**config.mk**
```make
export PLATFORM = sky130hd
export DESIGN_NAME = trst_cell
export DESIGN_NICKNAME = d
export VERILOG_FILES = /design/src/sv/trst_pkg.sv /design/src/sv/trst_cell.sv
export SDC_FILE = /design/constraint.sdc
export NUM_CORES = 1
export LEC_CHECK = 0
export BUFFER_PORTS_ARGS = -buffer_cell sky130_fd_sc_hd__clkbuf_2
export CORE_AREA = 8 8 431 433
export DETAILED_ROUTE_END_ITERATION = 7
export DIE_AREA = 0 0 439 441
export GPL_ROUTABILITY_DRIVEN = 0
export HOLD_SLACK_MARGIN = 0.08
export SYNTH_ARGS = -nofsm -noshare
export SYNTH_HDL_FRONTEND = slang
export SYNTH_SLANG_ARGS = --single-unit
```
**constraint.sdc**
```tcl
create_clock -name clock -period 5.4 [get_ports clock]
set_input_delay 0.54 -clock clock [delete_from_list [all_inputs] [get_ports clock]]
set_output_delay 0.54 -clock clock [all_outputs]
set_load 0.02 [all_outputs]
```
**src/sv/trst_pkg.sv**
```systemverilog
package trst_pkg;
   localparam int unsigned ADDR_W = 32;
   localparam int unsigned PORT_W = 16;
   localparam int unsigned NUM_W  = 32;
   localparam int unsigned REL_W  = 33;
   localparam int unsigned FLAG_SYN_BIT = 1;
   localparam int unsigned FLAG_ACK_BIT = 4;

   localparam logic [1:0] ST_OK   = 2'd0;
   localparam logic [1:0] ST_NONE = 2'd1;
   localparam logic [1:0] ST_FULL = 2'd2;

   typedef struct packed {
      logic [2*ADDR_W-1:0] addrs;
      logic [2*PORT_W-1:0] ports;
   } tuple_type;

   // lookup token travelling down the chain
   typedef struct packed {
      logic                valid;
      tuple_type           fwd;
      tuple_type           rev;
      logic                fwd_hit;
      logic                rev_hit;
      logic                free_hit;
      logic [NUM_W-1:0]    f_cisn;
      logic [NUM_W-1:0]    f_sisn;
      logic                f_cset;
      logic                r_cset;
      logic [NUM_W-1:0]    r_cisn;
      logic [NUM_W-1:0]    r_sisn;
      logic                r_sset;
   } probe_type;

   // update command travelling down the chain
   typedef struct packed {
      logic             valid;
      logic             alloc;   // claim first free cell
      logic             use_rev; // not read by the cells; key selects the tuple
      tuple_type        key;
      tuple_type        fwd;
      logic             wr_cisn;
      logic             wr_sisn;
      logic [NUM_W-1:0] value;
   } upd_type;

   typedef enum logic [1:0] {
      S_IDLE,
      S_PROBE,
      S_UPDATE
   } state_type;
endpackage

```
**src/sv/trst_cell.sv**
```systemverilog
module trst_cell (
   input  logic               clock,
   input  logic               reset,
   input  trst_pkg::probe_type probe_i,
   output trst_pkg::probe_type probe_o,
   input  trst_pkg::upd_type   upd_i,
   output trst_pkg::upd_type   upd_o
);
   import trst_pkg::*;

   logic valid_ff, cset_ff, sset_ff;
   tuple_type tup_ff;
   logic [NUM_W-1:0] cisn_ff, sisn_ff;
   probe_type probe_in, probe_ff;
   upd_type upd_in, upd_ff;
   logic fm, rm, mine;

   assign fm = valid_ff && tup_ff == probe_i.fwd;
   assign rm = valid_ff && tup_ff == probe_i.rev;

   always_comb begin
      probe_in = probe_i;
      if (probe_i.valid) begin
         if (fm && !probe_i.fwd_hit) begin
            probe_in.fwd_hit = 1'b1;
            probe_in.f_cisn = cisn_ff;
            probe_in.f_sisn = sisn_ff;
            probe_in.f_cset = cset_ff;
         end
         if (rm && !probe_i.rev_hit) begin
            probe_in.rev_hit = 1'b1;
            probe_in.r_cisn = cisn_ff;
            probe_in.r_sisn = sisn_ff;
            probe_in.r_cset = cset_ff;
            probe_in.r_sset = sset_ff;
         end
         if (!valid_ff) probe_in.free_hit = 1'b1;
      end
   end

   always_comb begin
      upd_in = upd_i;
      mine = 1'b0;
      if (upd_i.valid) begin
         if (upd_i.alloc) begin
            mine = !valid_ff;
         end else begin
            mine = valid_ff && tup_ff == upd_i.key;
         end
         if (mine) upd_in.valid = 1'b0;
      end
   end

   always_ff @(posedge clock) begin
      if (reset) begin
         valid_ff <= 1'b0;
         cset_ff  <= 1'b0;
         sset_ff  <= 1'b0;
         probe_ff <= '0;
         upd_ff   <= '0;
      end else begin
         probe_ff <= probe_in;
         upd_ff   <= upd_in;
         if (mine) begin
            if (upd_i.alloc) begin
               valid_ff <= 1'b1;
               tup_ff   <= upd_i.fwd;
            end
            if (upd_i.alloc || upd_i.wr_cisn) begin
               cisn_ff <= upd_i.value;
               cset_ff <= 1'b1;
            end
            if (upd_i.wr_sisn) begin
               sisn_ff <= upd_i.value;
               sset_ff <= 1'b1;
            end else if (upd_i.alloc) begin
               sisn_ff <= '0;
               sset_ff <= 1'b0;
            end
         end
      end
   end

   assign probe_o = probe_ff;
   assign upd_o   = upd_ff;
endmodule

```
### Yosys cells after proc, flatten, opt, wreduce, memory -nomap -nowiden

Index checks and enable logic that the tools add are counted.
W data, S select, Z words.

* add/sub/neg operators: 0
* $mul: 0
* divide/modulo/power cells: 0
* magnitude comparators: 0
* equal/unequal tests: 3
* shift operators: 0
* multiplexer cells: 14
* bitwise logic cells: 2
* reductions and logical operators: 17

Operators by type and width (number)
* $eq A96 B96 Y1: 3
* $mux W134: 1
* $mux W66: 1
* $mux W65: 1
* $mux W32: 2
* $mux W1: 9
* $reduce_and A3 Y1: 3
* $reduce_and A2 Y1: 3
* $logic_and A1 B1 Y1: 5
* $logic_not A1 Y1: 3
* $not A1 Y1: 2
* $reduce_bool A2 Y1: 1
* $reduce_or A2 Y1: 1
* $logic_or A1 B1 Y1: 1

* register bits after elaboration: 719
* bits in latches: 0
* memory bits (writable): 0
* bits in read-only memories: 0
* input bits: 558
* output and inout port bits: 556
* logic and storage cells: 68
* memories: 0

### Logic depth before layout (Yosys ltp)

Gate-level depths: netlist (run 1).

* word-level depth: 6
* depth in mapped cells: 8
* mapped depth without buffers: 6

### Least setup slack after synthesis (run 1)

Ideal clock, no wire load.

* kind: input to register
* from: input port reset
* to: register sisn_ff[0] (enable)
* library setup time: 377 ps
* arrival time: 4021 ps
* required time: 5023 ps
* slack: 1003 ps
* cell stages on the path: 4
* path buffers: 1
* path through: clkbuf_1 nor2b_1 and2_1 a31o_2

* longest elaborated chain between the ends: 2

Ends and longest elaborated chain
* start: declaration: line trst_cell.sv:3 `input logic reset,`
* $not A1 Y1 (no line)
* $reduce_and A3 Y1 (no line)
* end signal: assignment: line trst_cell.sv:74 `sisn_ff <= upd_i.value;`
* end: declaration: line trst_cell.sv:13 `logic [NUM_W-1:0] cisn_ff, sisn_ff;`

No other way between the ends.
A chain may end at the register's enable or synchronous reset.

### Final worst setup path (run 1)

* from: register tup_ff[64] (netlist bit)
* to: register cisn_ff[26] (enable)

* longest elaborated chain between the ends: 6

Ends and longest elaborated chain
* start: declaration: line trst_cell.sv:12 `tuple_type tup_ff;`
* start signal: assignment: line trst_cell.sv:67 `tup_ff <= upd_i.fwd;`
* $eq A96 B96 Y1: line trst_cell.sv:48 `mine = valid_ff && tup_ff == upd_i.key;`
* $logic_and A1 B1 Y1: line trst_cell.sv:48
* $mux W1: line trst_cell.sv:45 `if (upd_i.alloc) begin`
* $mux W1 (2 in series): line trst_cell.sv:44 `if (upd_i.valid) begin`
* $reduce_and A3 Y1 (no line)
* end signal: assignment: line trst_cell.sv:70 `cisn_ff <= upd_i.value;`
* end: declaration: line trst_cell.sv:13

No other way between the ends. The select of a mux whose other input is x is not followed.

==> results of run 1 <==
worst max-delay path: stages (launching register included):
cell and delay [ns]:
edfxtp_1 0.55, xnor2_1 0.29, nand4_1 0.48, nor4_2 1.03, nand4_1 0.28, nor3_1 0.32
buf_4 0.21, a31o_2 0.16, buf_4 0.44
final timing paths:
| kind | start | end | cells after the start |
|---|---|---|---|
| setup / recovery | tup_ff[64] | cisn_ff[26] | 8 |
| hold / removal | upd_i[1] | cisn_ff[1] | 1 |
| setup reg to reg | tup_ff[64] | cisn_ff[26] | 8 |
| hold reg to reg | sisn_ff[29] | probe_o[30] | 2 |
area by class of cell:
class | instances | area [sq um] | share of cell area [%]
multi-input cells | 1264 | 8980 | 21.5
clock buffers | 115 | 2470 | 5.90
flip-flops and latches | 719 | 16000 | 38.3
diodes | 23 | 57.6 | 0.138
clock inverters | 46 | 488 | 1.17
repair buffers | 1616 | 10600 | 25.4
inverters | 62 | 233 | 0.557
well taps | 2370 | 2970 | 7.09
Yosys cell counts, drive strengths merged (7+ instances only):
library cell  number
and2              33
a21oi              7
buf               16
nor2              33
nor4              36
nand4             56
dfxtp            559
nor2b            436
clkbuf            71
o221ai             7
xnor2            133
o22ai             17
edfxtp           160
xor2              52
nand2b           255
a2111oi           10
o2111ai           14
mux2i            131
inv               62
state kept, by name, indices dropped and copies added (netlist names):
| name | flops |
|---|---|
| tup_ff | 96 |
| cisn_ff | 32 |
| cset_ff | 1 |
| sset_ff | 1 |
| probe_o | 327 |
| valid_ff | 1 |
| sisn_ff | 32 |
| upd_o | 229 |
layer usage:
metal	track usage (%)	wire length [um]	part of all wire [%]
met3	5.73	15300	8.7
met5	0	101	0.058
met4	8.61	9530	5.5
met1	17.1	59000	34
met2	31.5	90600	52
repair_timing:
item	in CTS	in global routing
setup buffers	0	0
hold endpoints to repair	592	0
hold buffers	480	0
kinds of logic after synthesis:
group                  count (synthesis)  share of synthesized area, %
buffers and inverters                149                          2.50
AO/OA/AOI/OAI                         81                          2.57
flip-flops                           719                          62.6
AND/OR/NAND/NOR                      867                          20.9
XOR/XNOR                             185                          6.34
multiplexers                         131                          5.13
layout by cell type, fill, tap and decap left out, types with 5 or more instances in the layout:
cell,count
nand4_1,56
nand2_1,5
xor2_1,51
and2_1,32
o2111ai_1,14
bufinv_16,5
a2111oi_0,10
clkbuf_8,12
dfxtp_1,559
dlygate4sd3_1,480
clkbuf_1,13
clkbuf_16,90
o221ai_1,7
inv_6,12
mux2i_1,131
nor2b_1,436
o2bb2ai_1,5
clkinv_1,5
nor4_1,30
a21oi_1,7
nor4_2,5
edfxtp_1,160
buf_4,18
a22o_1,6
nand2b_1,255
diode_2,23
inv_1,58
clkbuf_2,1112
clkinv_2,9
o22ai_1,17
nor3_1,6
xnor2_1,132
nor2_1,33
power groups by stage:
stage	Combinational (mW)	Clock, mW	Sequential (mW)
2_1_floorplan	0.406	0	6.24
3_3_place_gp	1.61	0	6.00
3_5_place_dp	1.62	0	6.01
4_1_cts	1.93	6.36	5.89
5_1_grt	2.01	6.53	5.91
6_report	1.91	6.13	5.89
==> flow_summary.json, run 1 <==
{
  "design_area_sq_um": 41800,
  "final_hold_viol_count": 0,
  "io_buffers": 1113,
  "fin_cells": 6215,
  "grt_pass1_wl_um": 223000,
  "min_period_ns": 4.25,
  "syn_area_per_cell_sq_um": 12.0,
  "cts_tree": "built",
  "cp-end-kind": "register",
  "cts_resized": 0,
  "nFillCells": 19000,
  "tns_ns": 0,
  "drtAntennaViolNets": 0,
  "comb_power_share_pct": 13.7,
  "synth-seq-cells": 719,
  "areaGrowthSynthToFinish_pct": 63.6,
  "p_sw_share_pct": 28.1,
  "slew_headroom_pct": 18.0,
  "synth_area_leaders": "dfxtp_1, edfxtp_1, nor2b_1, nand2b_1, mux2i_1",
  "fin_skew_ns": 0.0249,
  "coreArea_sq_um": 179000,
  "status": "finished, final reports clean",
  "synth.top_cell.area_share_pct": 43.8,
  "wl_per_cell_um": 28.1,
  "grt-ovfl-total": 0,
  "clk_pin_slew_worst_paths_ns": 0.06,
  "cts_htree_levels": 3,
  "clockRootBuffer": "clkbuf_16",
  "pre_cts_slack_ns": 0.615,
  "drv_slew": 0,
  "r2r_setup_slack_ns": 1.15,
  "antenna_found_initial": 43,
  "synth_largest_area_cell": "dfxtp_1",
  "synth.cell_area_sq_um": 25600,
  "clock-sinks": 719,
  "yosysSeqAreaShare_pct": 62.6,
  "power.total_mw": 13.9,
  "fp.dieH_um": 441,
  "placed_area_sq_um": 34000,
  "row_count": 156,
  "setup_violations": 0,
  "min_path_type": "in -> reg",
  "crit_fanout": 32,
  "syn_inst": 2132,
  "synth_edf_count": 160,
  "cts_made_buffers": 86,
  "drt-initial-drc-count": 1821,
  "p_per_area_nw_per_um2": 333,
  "die_area_sq_um": 194000,
  "pwr-share-clk_pct": 44.0,
  "cap_violations": 0,
  "die_w_um": 439,
  "worst-setup-path-type": "reg -> reg",
  "async_reset_ff_share_pct": 0,
  "grtUsageTotal_pct": 17.1,
  "worstPathArrival_ns": 4.58,
  "initial_core_util_pct": 14.3,
  "dr.pass1.iters": 8,
  "route.detailed.drc": 0,
  "clockBufferDepth": 3,
  "routed_wirelength_um": 174000,
  "synthFlopType": "dfxtp_1",
  "fmax_ghz": 0.235,
  "ioPinCount": 1114,
  "nets": 4307,
  "final_util_pct": 23.3,
  "clock_latency_ns": 0.71,
  "synth_nets": 2690,
  "synth_warnings": 0,
  "vias": 23300,
  "leakagePower_nw": 18.0,
  "viasPerCell": 3.75,
  "period_share_pct": 78.7,
  "grt_max_degree": 175,
  "drive_above_1_share_pct": 33.9,
  "ir_drop_mv": 0.226,
  "synth_cell_type_count": 40,
  "finalWorstSetupSlack_ns": 1.15,
  "grt_pass1_vias": 24600,
  "cp-start-kind": "register",
  "seq_power_share_pct": 42.3,
  "p_int_mw": 10.0,
  "tightest_slew_ns": 1.20,
  "hold_ws_ns": 0.152,
  "power_switching_mw": 3.91,
  "crit_required_ns": 5.73,
  "place_inst": 5551,
  "grt_setup_unrepaired": "no",
  "post-dp-hpwl_um": 143000
}
Note: power is estimated with default switching activity, not from simulation.
==> run 2: changes to the inputs <==
--- a/config.mk
+++ b/config.mk
@@ -5,10 +5,11 @@
 export SDC_FILE = /design/constraint.sdc
 export NUM_CORES = 1
 export LEC_CHECK = 0
+export ABC_AREA = 1
 export BUFFER_PORTS_ARGS = -buffer_cell sky130_fd_sc_hd__clkbuf_2
-export CORE_AREA = 8 8 431 433
+export CORE_AREA = 8 8 426 428
 export DETAILED_ROUTE_END_ITERATION = 7
-export DIE_AREA = 0 0 439 441
+export DIE_AREA = 0 0 434 436
 export GPL_ROUTABILITY_DRIVEN = 0
 export HOLD_SLACK_MARGIN = 0.08
 export SYNTH_ARGS = -nofsm -noshare
==> constraint.sdc (replaced) <==
create_clock -name clock -period 4.4 [get_ports clock]
set_input_delay 0.44 -clock clock [delete_from_list [all_inputs] [get_ports clock]]
set_output_delay 0.44 -clock clock [all_outputs]
set_load 0.02 [all_outputs]
==> run 2 against run 1 <==
Clock-buffer cell count grew 6. First-iteration DRC count grew 53%. Worst setup slack lost 0.84 ns.
==> flow_summary.json, run 2 <==
{
  "status": "finished, final reports clean",
  "leakagePower_nw": 23.2,
  "fin_skew_ns": 0.0496,
  "clockBufferDepth": 3,
  "wl_per_cell_um": 27.6,
  "clockRootBuffer": "clkbuf_16",
  "critPathBufInv": 2,
  "dr.pass1.iters": 6,
  "fp.dieH_um": 436,
  "synth_edf_count": 160,
  "grt-ovfl-total": 0,
  "nets": 5689,
  "slowest_delay_ns": 0.66,
  "coreArea_sq_um": 175000,
  "yosysMostFrequentCell": "inv_1",
  "die_w_um": 434,
  "slowest_stage": "edfxtp_1",
  "synth_warnings": 0,
  "areaGrowthSynthToFinish_pct": 62.5,
  "crit_chain": "inv_1 > o21ai_0 > nor2_1 > nand2_1 > nor2_1 > nand3_1 > nor2_1 > nand2_1 > nand2_1 > nand3_1 > nor2_4 > buf_4",
  "cp-start-kind": "register",
  "async_reset_ff_share_pct": 0,
  "setup_violations": 0,
  "slew_headroom_pct": 21.2,
  "synth-seq-cells": 719,
  "cts_made_buffers": 89,
  "drv_slew": 0,
  "clk_pin_slew_worst_paths_ns": 0.06,
  "yosys-top-cells-count": "inv_1, nor2_1, nand2_1",
  "ioPinCount": 1114,
  "largest_reg_flops": 327,
  "row_count": 154,
  "hold_path_depth": 3,
  "hold_path_end": "upd_o[152]",
  "synthFlopType": "dfxtp_1",
  "synth_nets": 4017,
  "syn_area_per_cell_sq_um": 7.84,
  "grtUsageTotal_pct": 21.1,
  "grt_pass1_wl_um": 272000,
  "r2r_setup_slack_ns": 0.31,
  "final_common_cell": "clkbuf_2",
  "cp-end-kind": "register",
  "r2r_cells": 12,
  "viasPerCell": 3.97,
  "route.detailed.drc": 0,
  "nFillCells": 19100,
  "io_buffers": 1113,
  "antenna_found_initial": 69,
  "drtAntennaViolNets": 0,
  "syn_inst": 3459,
  "clock-sinks": 719,
  "yosysSeqAreaShare_pct": 59.0,
  "hold_ws_ns": 0.143,
  "grt_pass1_vias": 30800,
  "initial_core_util_pct": 15.5,
  "fmax_ghz": 0.245,
  "final_cell_mix": "clkbuf_2, inv_1, nand2_1",
  "synth_cell_type_count": 23,
  "crit_required_ns": 4.76,
  "cts_htree_levels": 3,
  "worstHoldStart": "upd_i[152]",
  "cts_tree": "built",
  "min_period_ns": 4.09,
  "cap_violations": 0,
  "die_area_sq_um": 189000,
  "cts_hold_buf": 540,
  "vias": 30100,
  "crit_fanout": 32,
  "grt_setup_unrepaired": "no",
  "clock_latency_ns": 0.73,
  "worstPathArrival_ns": 4.45,
  "synth_largest_area_cell": "dfxtp_1",
  "grt_max_degree": 182,
  "final_hold_viol_count": 0,
  "cts_setup_buffers": 0,
  "period_share_pct": 92.9,
  "tightest_slew_ns": 1.18,
  "drive_above_1_share_pct": 25.5,
  "worst-setup-path-type": "reg -> reg",
  "cts_resized": 0,
  "tns_ns": 0,
  "synth_area_leaders": "dfxtp_1, edfxtp_1, inv_1, nor2_1, nand2_1",
  "r2r_start": "tup_ff[5]",
  "synth.cell_area_sq_um": 27100,
  "min_path_type": "in -> reg",
  "cp_top_family": "simple AND/OR/NAND/NOR gates",
  "ir_drop_mv": 0.310,
  "timing.rr.end": "sisn_ff[2]",
  "drt-initial-drc-count": 2780,
  "post-dp-hpwl_um": 173000,
  "p_per_area_nw_per_um2": 393,
  "synth.top_cell.area_share_pct": 41.3,
  "routed_wirelength_um": 210000
}
run 2: cells by family after synthesis:
kind of cell              Yosys count  share of synthesized area, %
buffers and inverters             938                          13.3
xor gates and xnor gates           53                          1.71
AOI/OAI and AO/OA                  97                          1.89
and+or+nand+nor                  1652                          24.1
DFF                               719                          59.0
run 2: worst max path at each step:
| stage | slack [ns] | from | depth (start not counted) | endpoint |
|---|---|---|---|---|
| 3_3_place_gp | 0.22 | tup_ff[5] | 12 | sisn_ff[13] |
| 6_report | 0.31 | tup_ff[5] | 12 | sisn_ff[2] |
| 4_1_cts | 0.20 | tup_ff[5] | 12 | sisn_ff[12] |
| 3_5_place_dp | 0.20 | tup_ff[5] | 12 | sisn_ff[13] |
| 2_1_floorplan | 0.81 | upd_i[199] | 11 | tup_ff[0] |
| 5_1_grt | 0.17 | tup_ff[5] | 12 | sisn_ff[21] |
run 2: power by group:
| part | switching [mW] | internal, mW | total (mW) |
|---|---|---|---|
| Combinational | 1.63 | 0.891 | 2.52 |
| Sequential | 0.144 | 7.06 | 7.20 |
| Clock | 3.36 | 4.22 | 7.58 |
| Total | 5.14 | 12.2 | 17.3 |
run 2: layout make-up:
class | instances | area (sq um) | share of cell area (%)
Timing Repair Buffer | 1689 | 11400 | 25.8
Tap cell | 2340 | 2930 | 6.64
Clock buffer | 121 | 2530 | 5.75
Antenna cell | 47 | 118 | 0.267
Sequential cell | 719 | 16000 | 36.3
Clock inverter | 43 | 424 | 0.962
Multi-Input combinational cell | 1802 | 7580 | 17.2
Inverter | 830 | 3120 | 7.08
run 2: worst register-to-register path, delay by kind of cell (launching register included):
kind / cells / cell delay (ns)
AND/OR/NAND/NOR: 9 / 1.75
buffers and inverters: 2 / 0.86
flip-flops: 1 / 0.66
AO/OA/AOI/OAI: 1 / 0.42
run 2: layer usage:
metal | vias up | routed length [um] | GRT usage, %
met5 | - | 36 | 0
met4 | 6 | 14000 | 11.7
met3 | 504 | 17700 | 5.71
met2 | 1826 | 105000 | 37.9
met1 | 14300 | 72800 | 22.3
li1 | 13500 | - | -
run 2: through the flow:
stage	setup WS [ns]	util [%]	area (sq um)	power, mW	std cells
2_1_floorplan	0.814	-	27100	8.16	3459
3_3_place_gp	0.222	20.3	35600	9.42	6840
3_5_place_dp	0.202	20.3	35600	9.42	6840
4_1_cts	0.202	25.1	44000	17.5	7544
5_1_grt	0.166	25.2	44000	17.9	7569
6_report	0.311	25.2	44100	17.3	7591
